===== src/rtl/rtc_counter_alarm_registers_unit_macros.svh =====
// ----------------------------------------------------------------------------
// rtc counter alarm registers: assertion macros
// concurrent assertion helpers, empty when SYNTHESIS is defined
// ----------------------------------------------------------------------------
`ifndef RTC_COUNTER_ALARM_REGISTERS_UNIT_MACROS_SVH
`define RTC_COUNTER_ALARM_REGISTERS_UNIT_MACROS_SVH

`ifndef SYNTHESIS

`define RTCAR_ASSERT_IMP(label, clk, rst, ante, cons) \
  label: assert property (@(posedge clk) disable iff (rst) (ante) |-> (cons)) \
    else $error("rtcar assertion failed");

`define RTCAR_ASSERT_NEXT(label, clk, rst, ante, cons) \
  label: assert property (@(posedge clk) disable iff (rst) (ante) |=> (cons)) \
    else $error("rtcar assertion failed");

`define RTCAR_ASSERT_ALWAYS(label, clk, rst, expr) \
  label: assert property (@(posedge clk) disable iff (rst) (expr)) \
    else $error("rtcar assertion failed");

`else

`define RTCAR_ASSERT_IMP(label, clk, rst, ante, cons)

`define RTCAR_ASSERT_NEXT(label, clk, rst, ante, cons)

`define RTCAR_ASSERT_ALWAYS(label, clk, rst, expr)

`endif

`endif


===== src/rtl/rtcar_pkg.sv =====
// ----------------------------------------------------------------------------
// rtcar_pkg
// shared types and constants of the rtc counter alarm register block
// ----------------------------------------------------------------------------
package rtcar_pkg;

  localparam int COUNTER_BITS  = 47;
  localparam int SECONDS_SHIFT = 15;
  localparam int HIGH_BITS     = 15;

  localparam logic [1:0] ACT_READ  = 2'd0;
  localparam logic [1:0] ACT_WRITE = 2'd1;
  localparam logic [1:0] ACT_TICK  = 2'd2;

  localparam logic [7:0] OFS_VID      = 8'h00;
  localparam logic [7:0] OFS_FEATURES = 8'h04;
  localparam logic [7:0] OFS_CTRL     = 8'h08;
  localparam logic [7:0] OFS_INT_EN   = 8'h10;
  localparam logic [7:0] OFS_EVENTS   = 8'h14;
  localparam logic [7:0] OFS_PAD_CTRL = 8'h24;
  localparam logic [7:0] OFS_RTC_LS   = 8'h40;
  localparam logic [7:0] OFS_RTC_MS   = 8'h44;
  localparam logic [7:0] OFS_TA       = 8'h50;

  localparam logic [31:0] VID_VALUE      = 32'h0001013e;
  localparam logic [31:0] FEATURES_VALUE = 32'h00000020;
  localparam logic [31:0] CTRL_RESET     = 32'h01000005;
  localparam logic [31:0] INT_EN_RESET   = 32'h00000005;
  localparam logic [31:0] EVENTS_RESET   = 32'h00000005;

  localparam logic [1:0] ENABLE_ON = 2'b10;
  localparam int         ALARM_BIT = 3;

  typedef struct packed {
    logic [1:0]  action;
    logic [7:0]  address;
    logic [31:0] write_data;
  } item_t;

  typedef struct packed {
    logic [31:0] read_data;
    logic        interrupt;
  } result_t;

  typedef struct packed {
    logic  valid;
    item_t item;
  } exec_t;

endpackage


===== src/rtl/rtcar_core.sv =====
// ----------------------------------------------------------------------------
// rtcar_core
// register file, tick counter and alarm; executes one item per cycle
// ----------------------------------------------------------------------------
`include "rtc_counter_alarm_registers_unit_macros.svh"

module rtcar_core (
  input  logic             clk,
  input  logic             rst,
  input  rtcar_pkg::exec_t exec,
  output rtcar_pkg::result_t res
);
  import rtcar_pkg::*;

  logic [31:0]             control_reg;
  logic [31:0]             interrupt_enable_reg;
  logic [31:0]             event_flags;
  logic [31:0]             pad_control_reg;
  logic [31:0]             alarm_seconds;
  logic [31:0]             staged_low;
  logic [HIGH_BITS-1:0]    staged_high;
  logic                    time_set_pending;
  logic [COUNTER_BITS-1:0] tick_counter;
  logic                    alarm_armed;

  logic [31:0]             control_reg_next;
  logic [31:0]             interrupt_enable_reg_next;
  logic [31:0]             event_flags_next;
  logic [31:0]             pad_control_reg_next;
  logic [31:0]             alarm_seconds_next;
  logic [31:0]             staged_low_next;
  logic [HIGH_BITS-1:0]    staged_high_next;
  logic                    time_set_pending_next;
  logic [COUNTER_BITS-1:0] tick_counter_next;
  logic                    alarm_armed_next;

  logic [31:0] read_value;
  logic [63:0] counter_wide;
  logic [63:0] alarm_target;

  assign counter_wide = 64'(tick_counter);

  // register read decode
  always_comb begin
    unique case (exec.item.address)
      OFS_VID:      read_value = VID_VALUE;
      OFS_FEATURES: read_value = FEATURES_VALUE;
      OFS_CTRL:     read_value = control_reg;
      OFS_INT_EN:   read_value = interrupt_enable_reg;
      OFS_EVENTS:   read_value = event_flags;
      OFS_PAD_CTRL: read_value = pad_control_reg;
      OFS_RTC_LS:   read_value = counter_wide[31:0];
      OFS_RTC_MS:   read_value = 32'(counter_wide[32 +: HIGH_BITS]);
      OFS_TA:       read_value = alarm_seconds;
      default:      read_value = '0;
    endcase
  end

  always_comb begin
    control_reg_next          = control_reg;
    interrupt_enable_reg_next = interrupt_enable_reg;
    event_flags_next          = event_flags;
    pad_control_reg_next      = pad_control_reg;
    alarm_seconds_next        = alarm_seconds;
    staged_low_next           = staged_low;
    staged_high_next          = staged_high;
    time_set_pending_next     = time_set_pending;
    tick_counter_next         = tick_counter;
    alarm_armed_next          = alarm_armed;
    res.read_data             = '0;

    case (exec.item.action)
      ACT_READ: begin
        res.read_data = read_value;
      end
      ACT_WRITE: begin
        unique case (exec.item.address)
          OFS_CTRL: begin
            if (exec.item.write_data[1:0] == ENABLE_ON &&
                control_reg[1:0] != ENABLE_ON && time_set_pending) begin
              tick_counter_next     = COUNTER_BITS'({staged_high, staged_low});
              time_set_pending_next = 1'b0;
            end
            control_reg_next = exec.item.write_data;
            alarm_armed_next = exec.item.write_data[ALARM_BIT];
          end
          OFS_INT_EN:   interrupt_enable_reg_next = exec.item.write_data;
          OFS_EVENTS:   event_flags_next = event_flags & ~exec.item.write_data;
          OFS_PAD_CTRL: pad_control_reg_next = exec.item.write_data;
          OFS_RTC_LS: begin
            staged_low_next       = exec.item.write_data;
            time_set_pending_next = 1'b1;
          end
          OFS_RTC_MS: begin
            staged_high_next      = exec.item.write_data[HIGH_BITS-1:0];
            time_set_pending_next = 1'b1;
          end
          OFS_TA: begin
            alarm_seconds_next = exec.item.write_data;
            alarm_armed_next   = control_reg[ALARM_BIT];
          end
          default: ;
        endcase
      end
      ACT_TICK: begin
        tick_counter_next = tick_counter + COUNTER_BITS'(1);
      end
      default: ;
    endcase

    // alarm check after the item
    alarm_target = 64'(alarm_seconds_next) << SECONDS_SHIFT;
    if (alarm_armed_next && 64'(tick_counter_next) >= alarm_target) begin
      event_flags_next[ALARM_BIT] = 1'b1;
      alarm_armed_next            = 1'b0;
    end

    res.interrupt = event_flags_next[ALARM_BIT] & interrupt_enable_reg_next[ALARM_BIT];
  end

  always_ff @(posedge clk) begin
    if (rst) begin
      control_reg          <= CTRL_RESET;
      interrupt_enable_reg <= INT_EN_RESET;
      event_flags          <= EVENTS_RESET;
      pad_control_reg      <= '0;
      alarm_seconds        <= '0;
      staged_low           <= '0;
      staged_high          <= '0;
      time_set_pending     <= 1'b0;
      tick_counter         <= '0;
      alarm_armed          <= 1'b0;
    end else if (exec.valid) begin
      control_reg          <= control_reg_next;
      interrupt_enable_reg <= interrupt_enable_reg_next;
      event_flags          <= event_flags_next;
      pad_control_reg      <= pad_control_reg_next;
      alarm_seconds        <= alarm_seconds_next;
      staged_low           <= staged_low_next;
      staged_high          <= staged_high_next;
      time_set_pending     <= time_set_pending_next;
      tick_counter         <= tick_counter_next;
      alarm_armed          <= alarm_armed_next;
    end
  end

  `RTCAR_ASSERT_NEXT(a_disarm_on_ctrl, clk, rst,
    exec.valid && exec.item.action == ACT_WRITE && exec.item.address == OFS_CTRL &&
    !exec.item.write_data[ALARM_BIT], !alarm_armed)
  `RTCAR_ASSERT_NEXT(a_counter_idle, clk, rst, !exec.valid, $stable(tick_counter))
  `RTCAR_ASSERT_IMP(a_event_from_alarm, clk, rst, $rose(event_flags[ALARM_BIT]),
    $past(alarm_armed) || $past(exec.item.address) == OFS_CTRL ||
    $past(exec.item.address) == OFS_TA)

endmodule


===== src/rtl/rtcar_out_buf.sv =====
// ----------------------------------------------------------------------------
// rtcar_out_buf
// two-entry result queue between the core and the result channel
// ----------------------------------------------------------------------------
`include "rtc_counter_alarm_registers_unit_macros.svh"

module rtcar_out_buf (
  input  logic               clk,
  input  logic               rst,
  input  logic               push,
  input  rtcar_pkg::result_t push_data,
  output logic               full,
  output logic               result_valid,
  input  logic               result_stall,
  output rtcar_pkg::result_t result
);
  import rtcar_pkg::*;

  result_t    slots [2];
  logic       head;
  logic [1:0] count;
  logic       tail;
  logic       pop;

  assign full         = (count == 2'd2);
  assign result_valid = (count != 2'd0);
  assign result       = slots[head];
  assign tail         = head ^ count[0];
  assign pop          = result_valid & ~result_stall;

  always_ff @(posedge clk) begin
    if (push) begin
      slots[tail] <= push_data;
    end
  end

  always_ff @(posedge clk) begin
    if (rst) begin
      head  <= 1'b0;
      count <= '0;
    end else begin
      if (pop) begin
        head <= ~head;
      end
      count <= count + 2'(push) - 2'(pop);
    end
  end

  `RTCAR_ASSERT_ALWAYS(a_count_bound, clk, rst, count <= 2'd2)

endmodule


===== src/rtl/rtc_counter_alarm_registers_unit.sv =====
// ----------------------------------------------------------------------------
// rtc_counter_alarm_registers_unit
// rtc register block with wrapping tick counter and one-shot seconds alarm
// ----------------------------------------------------------------------------
// items are registered at the input and run by the core while the result queue
// has room, one item per cycle; each result is registered in the queue, and
// its two entries let items keep flowing while a result is stalled
// reset: synchronous, active high; registers take their documented reset values
// ----------------------------------------------------------------------------
module rtc_counter_alarm_registers_unit (
  input  logic               clk,
  input  logic               rst,
  input  logic               item_valid,
  output logic               item_stall,
  input  rtcar_pkg::item_t   item,
  output logic               result_valid,
  input  logic               result_stall,
  output rtcar_pkg::result_t result
);
  import rtcar_pkg::*;

  logic    in_valid;
  item_t   in_item;
  logic    full;
  exec_t   exec;
  result_t core_res;

  assign item_stall = in_valid & full;
  assign exec.valid = in_valid & ~full;
  assign exec.item  = in_item;

  always_ff @(posedge clk) begin
    if (rst) begin
      in_valid <= 1'b0;
    end else if (item_valid && !item_stall) begin
      in_valid <= 1'b1;
    end else if (exec.valid) begin
      in_valid <= 1'b0;
    end
  end

  always_ff @(posedge clk) begin
    if (item_valid && !item_stall) begin
      in_item <= item;
    end
  end

  rtcar_core u_core (
    .clk  (clk),
    .rst  (rst),
    .exec (exec),
    .res  (core_res)
  );

  rtcar_out_buf u_out_buf (
    .clk          (clk),
    .rst          (rst),
    .push         (exec.valid),
    .push_data    (core_res),
    .full         (full),
    .result_valid (result_valid),
    .result_stall (result_stall),
    .result       (result)
  );

endmodule

===== config.mk =====
export PLATFORM = sky130hd
export DESIGN_NAME = rtc_counter_alarm_registers_unit
export DESIGN_NICKNAME = d
export VERILOG_FILES = /design/src/rtl/rtcar_pkg.sv /design/src/rtl/rtcar_core.sv /design/src/rtl/rtcar_out_buf.sv /design/src/rtl/rtc_counter_alarm_registers_unit.sv
export VERILOG_INCLUDE_DIRS = /design/src /design/src/rtl
export SDC_FILE = /design/constraint.sdc
export NUM_CORES = 1
export LEC_CHECK = 0
export BUFFER_PORTS_ARGS = -buffer_cell sky130_fd_sc_hd__buf_2
export CAP_MARGIN = 20
export CORE_MARGIN = 2
export CORE_UTILIZATION = 40
export CTS_BUF_LIST = sky130_fd_sc_hd__clkbuf_16
export DETAILED_ROUTE_END_ITERATION = 10
export SYNTH_ARGS = -nofsm -noshare
export SYNTH_HDL_FRONTEND = slang
export SYNTH_HIERARCHICAL = 1
export SYNTH_SLANG_ARGS = --single-unit
export TNS_END_PERCENT = 5

===== constraint.sdc =====
create_clock -name clk -period 4.4 [get_ports clk]
set_input_delay 0.22 -clock clk [delete_from_list [all_inputs] [get_ports clk]]
set_output_delay 0.22 -clock clk [all_outputs]
set_load 0.03 [all_outputs]

==> results of run 1 <==
[repair_timing]
action,in CTS,in global routing
setup buffers,0,12
pin swaps,4,21
setup endpoints to repair,4,4
endpoints found under the hold margin,43,0
gates resized for setup,9,29
hold buffers,43,0
[through the flow]
| stage | hold WS, ns | power [mW] | cell area (um2) | setup TNS (ns) |
|---|---|---|---|---|
| after floorplan | 0.292 | 4.99 | 17800 | 0 |
| after global placement | 0.397 | 5.53 | 19200 | -0.240 |
| after detailed placement | 0.398 | 5.56 | 19200 | -0.485 |
| after CTS | 0.0879 | 9.12 | 21100 | 0 |
| after global routing | 0.119 | 9.50 | 21300 | -0.481 |
| final | 0.0997 | 9.14 | 21300 | 0 |
[path summary, 6_finish.rpt]
path	to	slack [ns]	cells after the start
setup / recovery	u_out_buf/slots[0][0]$_DFFE_PP_	0.03	18
hold / removal	u_core/staged_low[25]$_SDFFE_PP0P_	0.1	2
setup reg to reg	u_out_buf/slots[0][0]$_DFFE_PP_	0.03	18
hold reg to reg	u_core/event_flags[0]$_SDFFE_PP1P_	0.45	2
[report_power, final]
group          internal [mW]  switching [mW]
sequential              3.72           0.154
combinational          0.630            1.10
clock                   2.03            1.51
total                   6.38            2.76
[cells in the mapped netlist, drive strengths merged (8+ instances only)]
cell    number
a31oi       13
o22ai       10
nor3        26
a22oi        9
a211oi      78
or3          8
nand4       22
o21ai       67
buf         37
xnor2       10
a221oi      42
nor2       153
nand3       41
edfxtp     108
a21oi      253
mux2        38
ha          38
nor4        15
inv         17
dfxtp      261
mux2i       73
nand2      436
and3        37
clkbuf     118
[cell families after synthesis]
kind of cell / count (synthesis) / share of synthesized area (%)
flops: 369 / 47.7
compound gates: 524 / 18.3
fa+ha+maj: 38 / 2.68
buf+inv: 174 / 4.58
xor+xnor: 13 / 0.719
simple gates: 769 / 19.5
mux: 111 / 6.52
[critical path: cells and delay by family (launching register included)]
kind	cells	cell delay, ns
DFF	1	0.37
adders and majority gates	1	0.21
and+or+nand+nor	12	2.61
AOI/OAI and AO/OA	4	0.90
buffers and inverters	1	0.12
[metal layers]
layer	track usage [%]	routed length, um	vias to the layer above	part of all wire (%)
li1	-	-	7452	-
met1	38.2	27400	7726	43
met2	40.8	27700	710	44
met3	4.56	5220	138	8.3
met4	11.6	2870	0	4.5
met5	0	0	-	0
[cell type report]
| type | instances | share of cell area [%] |
|---|---|---|
| Clock buffer | 43 | 5.05 |
| Clock inverter | 35 | 1.43 |
| Inverter | 18 | 0.317 |
| Multi-Input combinational cell | 1455 | 40.8 |
| Sequential cell | 369 | 39.8 |
| Tap cell | 592 | 3.48 |
| Timing Repair Buffer | 256 | 9.10 |
==> qor.csv, run 1 <==
metric,value,unit
status,"finished, final reports clean",
nets,2226,
input/output buffers,80,
hpwl dp,43700,um
post-synth net total,2082,
max reg flops,66,
total gr overflow,0,
end-of-flow core utilization,48.4,%
core area,0.0440,mm2
final worst-path cycle share,99.2,%
H-tree lvl count,2,
synth top area cells,"dfxtp_1 29%, edfxtp_1 18%, nand2_1 9.2%",
"EDFF count, synth",108,
CP max stage delay,0.44,ns
largest net degree at the start of global routing,158,
Final ANT Viol Nets,0,
Static Leakage,7.78,nW
average wire per standard cell,22.8,um
Starting DRT DRC Count,1600,
Worst Hold Class,in -> reg,
worst hold start,rst,
via/cell ratio,5.79,
vias in the first global route,15000,
CP Launch Type,flip-flop,
Tightest Pin Transition,1.17,ns
vias after detailed routing,16000,
Reg area,0.00848,mm2
Achievable Freq,229,MHz
DIE AREA,0.0461,mm2
most frequent cells in the layout,"435 x nand2_1, 256 x dfxtp_1, 247 x a21oi_1, 148 x nor2_1, 122 x buf_4",
CP Cell Sequence,"buf_6, nand4_1, nor4_4, nand2b_1, nor4_4, nand2_1, or4_4, a41oi_2, ha_1, nand4_1, nor4_4, nand3_1, a2111o_1, a221oi_2, nand4_1, nand2_1, nand3b_1, a21oi_2",
Mapped Cells,1998,
Place WS,-0.160,ns
Yosys top cell area share,29.4,%
CP max FO,5,
Initial Util,40.3,%
share of flip-flops with an asynchronous set or reset,0,%
Max Buffers Root-to-Sink,3,
sequential area share after synthesis,47.7,%
final setup margin,0.0343,ns
Worst EP arrival,4.79,ns
reg2reg start,u_core/tick_counter[2]$_SDFFE_PP0P_,
clock slew at reported path FFs,0.06,ns
CTS tree,built,
Initial DRT Pass Iterations,6,
"Setup violations, final",0,
Non-Filler Instances,2768,
DIE WIDTH,215,um
syn_area_per_cell,8.89,um2
peak supply drop,0.000323,V
Die Y-Extent,215,um
pwr/cell area,429,mW/mm2
Area growth syn-to-layout,19.9,%
clock sinks,369,
Final GP Congestion,0.955,
initial antenna violation count,2,
Required @ worst endpoint,4.83,ns
clk_lat worst skew,0.59,ns
RSZ-0062 raised after global routing,yes,
Worst slew margin,20.2,%
row count,77,
mapped cell area,0.0178,mm2
layout cells sized above 1,17.7,%
CP endpoint kind,flip-flop,
Critical Path Start,u_core/tick_counter[2]$_SDFFE_PP0P_,
Inserted Diodes,0,
Biggest register,u_out_buf/slots,
area occupied by multi-input gates,0.00869,mm2
first-pass GRT wire length,95100,um
Total Routing Usage GR,27.0,%
top-level port count,81,
#FFs+latches synth,369,
post-synthesis cell type count,92,
drt drc,0,
max-slew violations,0,
Max Cap Viol,0,
clock tree root buffer cell,clkbuf_16,
Filler Cell Count,4199,
largest area contributor in the netlist,dfxtp_1,
CTS Buf Count,42,
critical path class,reg -> reg,
Post-Route WL,63200,um
"Hold Violations, Final",0,
Final Skew,0.0246,ns
Final min period,4.37,ns
Syn. warnings,6,
Post-synth top flop,dfxtp_1,
"most common cell after layout, fill and taps aside",nand2_1,
slowest CP cell,or4_4,
dpl cells,2634,
Power figures use the tool's default switching activity.
==> inputs of run 2 (changes only) <==
--- a/config.mk
+++ b/config.mk
@@ -12,6 +12,7 @@
 export CORE_UTILIZATION = 40
 export CTS_BUF_LIST = sky130_fd_sc_hd__clkbuf_16
 export DETAILED_ROUTE_END_ITERATION = 10
+export PLACE_DENSITY_LB_ADDON = 0.12
 export SYNTH_ARGS = -nofsm -noshare
 export SYNTH_HDL_FRONTEND = slang
 export SYNTH_HIERARCHICAL = 1
==> run 2 against run 1 <==
Global-route usage rose by 1.1 points. Clock skew fell by 0.0043 ns. Clock-buffer cell count rose by 2. Sequential share of layout area fell by 0.13 points. Cell count rose by 0.43%. Design area rose by 0.36%. Utilization rose by 0.18 points. Total power fell by 0.29%.
==> qor.csv, run 2 (synthesis gave the netlist of run 1 again) <==
metric,value,unit
status,"finished, final reports clean",
Hold Slack,0.116,ns
met1 WL,29600,um
H-tree lvl count,2,
vias in the first global route,14900,
Inserted Diodes,0,
area occupied by multi-input gates,0.00869,mm2
peak supply drop,0.000274,V
"Setup violations, final",0,
vias after detailed routing,16200,
Worst Hold Class,in -> reg,
Worst EP arrival,4.72,ns
hpwl dp,46000,um
nets,2238,
WL met3,4780,um
"most common cell after layout, fill and taps aside",nand2_1,
Biggest register,u_out_buf/slots,
input/output buffers,80,
Post-Route WL,66100,um
CP endpoint kind,flip-flop,
Total Routing Usage GR,28.1,%
TNS Setup,0,ns
core area,0.0440,mm2
drt drc,0,
Final GP Congestion,0.960,
top sig layer,met5,
CTS Buf Count,43,
Starting DRT DRC Count,1812,
Max Cap Viol,0,
DIE AREA,0.0461,mm2
Static Leakage,7.85,nW
Internal,6.38,mW
Crit path max-delay family,simple AND/OR/NAND/NOR gates,
max-slew violations,0,
Initial Util,40.3,%
final worst-path cycle share,95.7,%
Final Skew,0.0203,ns
top-level port count,81,
clk_lat worst skew,0.58,ns
Achievable Freq,238,MHz
Place WS,-0.173,ns
critical path class,reg -> reg,
most frequent cells in the layout,"434 x nand2_1, 251 x dfxtp_1, 247 x a21oi_1, 146 x nor2_1, 133 x buf_4",
"Power, Total",9.11,mW
initial antenna violation count,2,
routed wl met2,29200,um
dpl cells,2638,
Max Buffers Root-to-Sink,3,
DIE WIDTH,215,um
final setup margin,0.191,ns
Filler Cell Count,4239,
slowest CP cell,or3_4,
Area growth syn-to-layout,20.4,%
clock share of power,38.5,%
pwr/cell area,426,mW/mm2
Tightest Pin Transition,1.05,ns
CTS tree,built,
Comb power frac,19.0,%
switching pwr,2.73,mW
average wire per standard cell,23.8,um
Final ANT Viol Nets,0,
clock slew at reported path FFs,0.06,ns
total gr overflow,0,
Net Sw Frac,30.0,%
Reg area,0.00848,mm2
largest net degree at the start of global routing,118,
Required @ worst endpoint,4.91,ns
max reg flops,66,
CP max stage delay,0.40,ns
CP Launch Type,flip-flop,
Bufs and invs on worst path,2,
row count,77,
Worst slew margin,28.5,%
clock tree root buffer cell,clkbuf_16,
layout cells sized above 1,18.1,%
"Hold Violations, Final",0,
Final min period,4.21,ns
clock sinks,369,
CP max FO,4,
Non-Filler Instances,2780,
register share of total power,42.4,%
Reg2Reg Setup Slack,0.19,ns
Initial DRT Pass Iterations,5,
CP Cell Sequence,"nand3_4, or3_4, buf_12, nor3_4, and2_4, nand2b_2, o21ai_1, nand2_1, a221oi_2, a21oi_2, ha_1, nand4_1, nor4_4, nand3_2, a2111o_1, a221oi_2, nand4_1, nand2_1, nand3b_1, buf_4, o22ai_1",
via/cell ratio,5.82,
RSZ-0062 raised after global routing,yes,
first-pass GRT wire length,97500,um
Die Y-Extent,215,um
[run 2: cell count changes in the layout (fill, tap and decap cells not counted), moves of 3 or more]
cell | before | now
clkinvlp_4 | 8 | 2
buf_6 | 5 | 2
dfxtp_2 | 4 | 10
dfxtp_1 | 256 | 251
buf_4 | 122 | 133
inv_1 | 23 | 29
[run 2: area by class of cell]
class | instances | area share [%]
Tap cell | 592 | 3.47
Timing Repair Buffer | 267 | 9.48
Sequential cell | 369 | 39.7
Inverter | 18 | 0.316
Clock inverter | 34 | 1.16
Clock buffer | 45 | 5.27
Multi-Input combinational cell | 1455 | 40.6
[run 2: power by group through the flow]
stage	Clock, mW	Sequential (mW)	Combinational, mW
2_1_floorplan	0	3.90	1.09
6_report	3.51	3.87	1.73
4_1_cts	3.58	3.87	1.68
3_3_place_gp	0	3.93	1.63
3_5_place_dp	0	3.94	1.63
5_1_grt	3.71	3.89	1.86
[run 2: what timing repair did]
action / CTS / global route
buffers inserted: 4 / 13
resized for setup: 15 / 28
hold buffers: 45 / 0
endpoints found under the setup margin: 4 / 4
endpoints found under the hold margin: 47 / 0
pin swaps: 7 / 26
[run 2: routing by layer]
layer	up-vias	GRT usage [%]
met5	-	0
met2	725	43.0
li1	7490	-
met1	7857	40.1
met3	115	4.23
met4	2	10.4
[run 2: tightest hold or removal path: stages]
cell and delay [ns]:
buf_2 0.07, o21ba_1 0.17, mux2_1 0.20
[run 2: final timing paths]
kind / from / cells after the start / end
setup / recovery: u_core/tick_counter[12]$_SDFFE_PP0P_ / 21 / u_core/event_flags[3]$_SDFFE_PP0P_
hold / removal: result_stall / 3 / u_out_buf/head$_SDFFE_PP0P_
setup reg to reg: u_core/tick_counter[12]$_SDFFE_PP0P_ / 21 / u_core/event_flags[3]$_SDFFE_PP0P_
hold reg to reg: u_core/event_flags[0]$_SDFFE_PP1P_ / 2 / u_core/event_flags[0]$_SDFFE_PP1P_
[run 2: through the flow]
stage	cell area, um2	util [%]
final	21400	48.5
after detailed placement	19200	43.7
after global placement	19200	43.7
after floorplan	17800	-
after global routing	21400	48.5
after CTS	21200	48.1
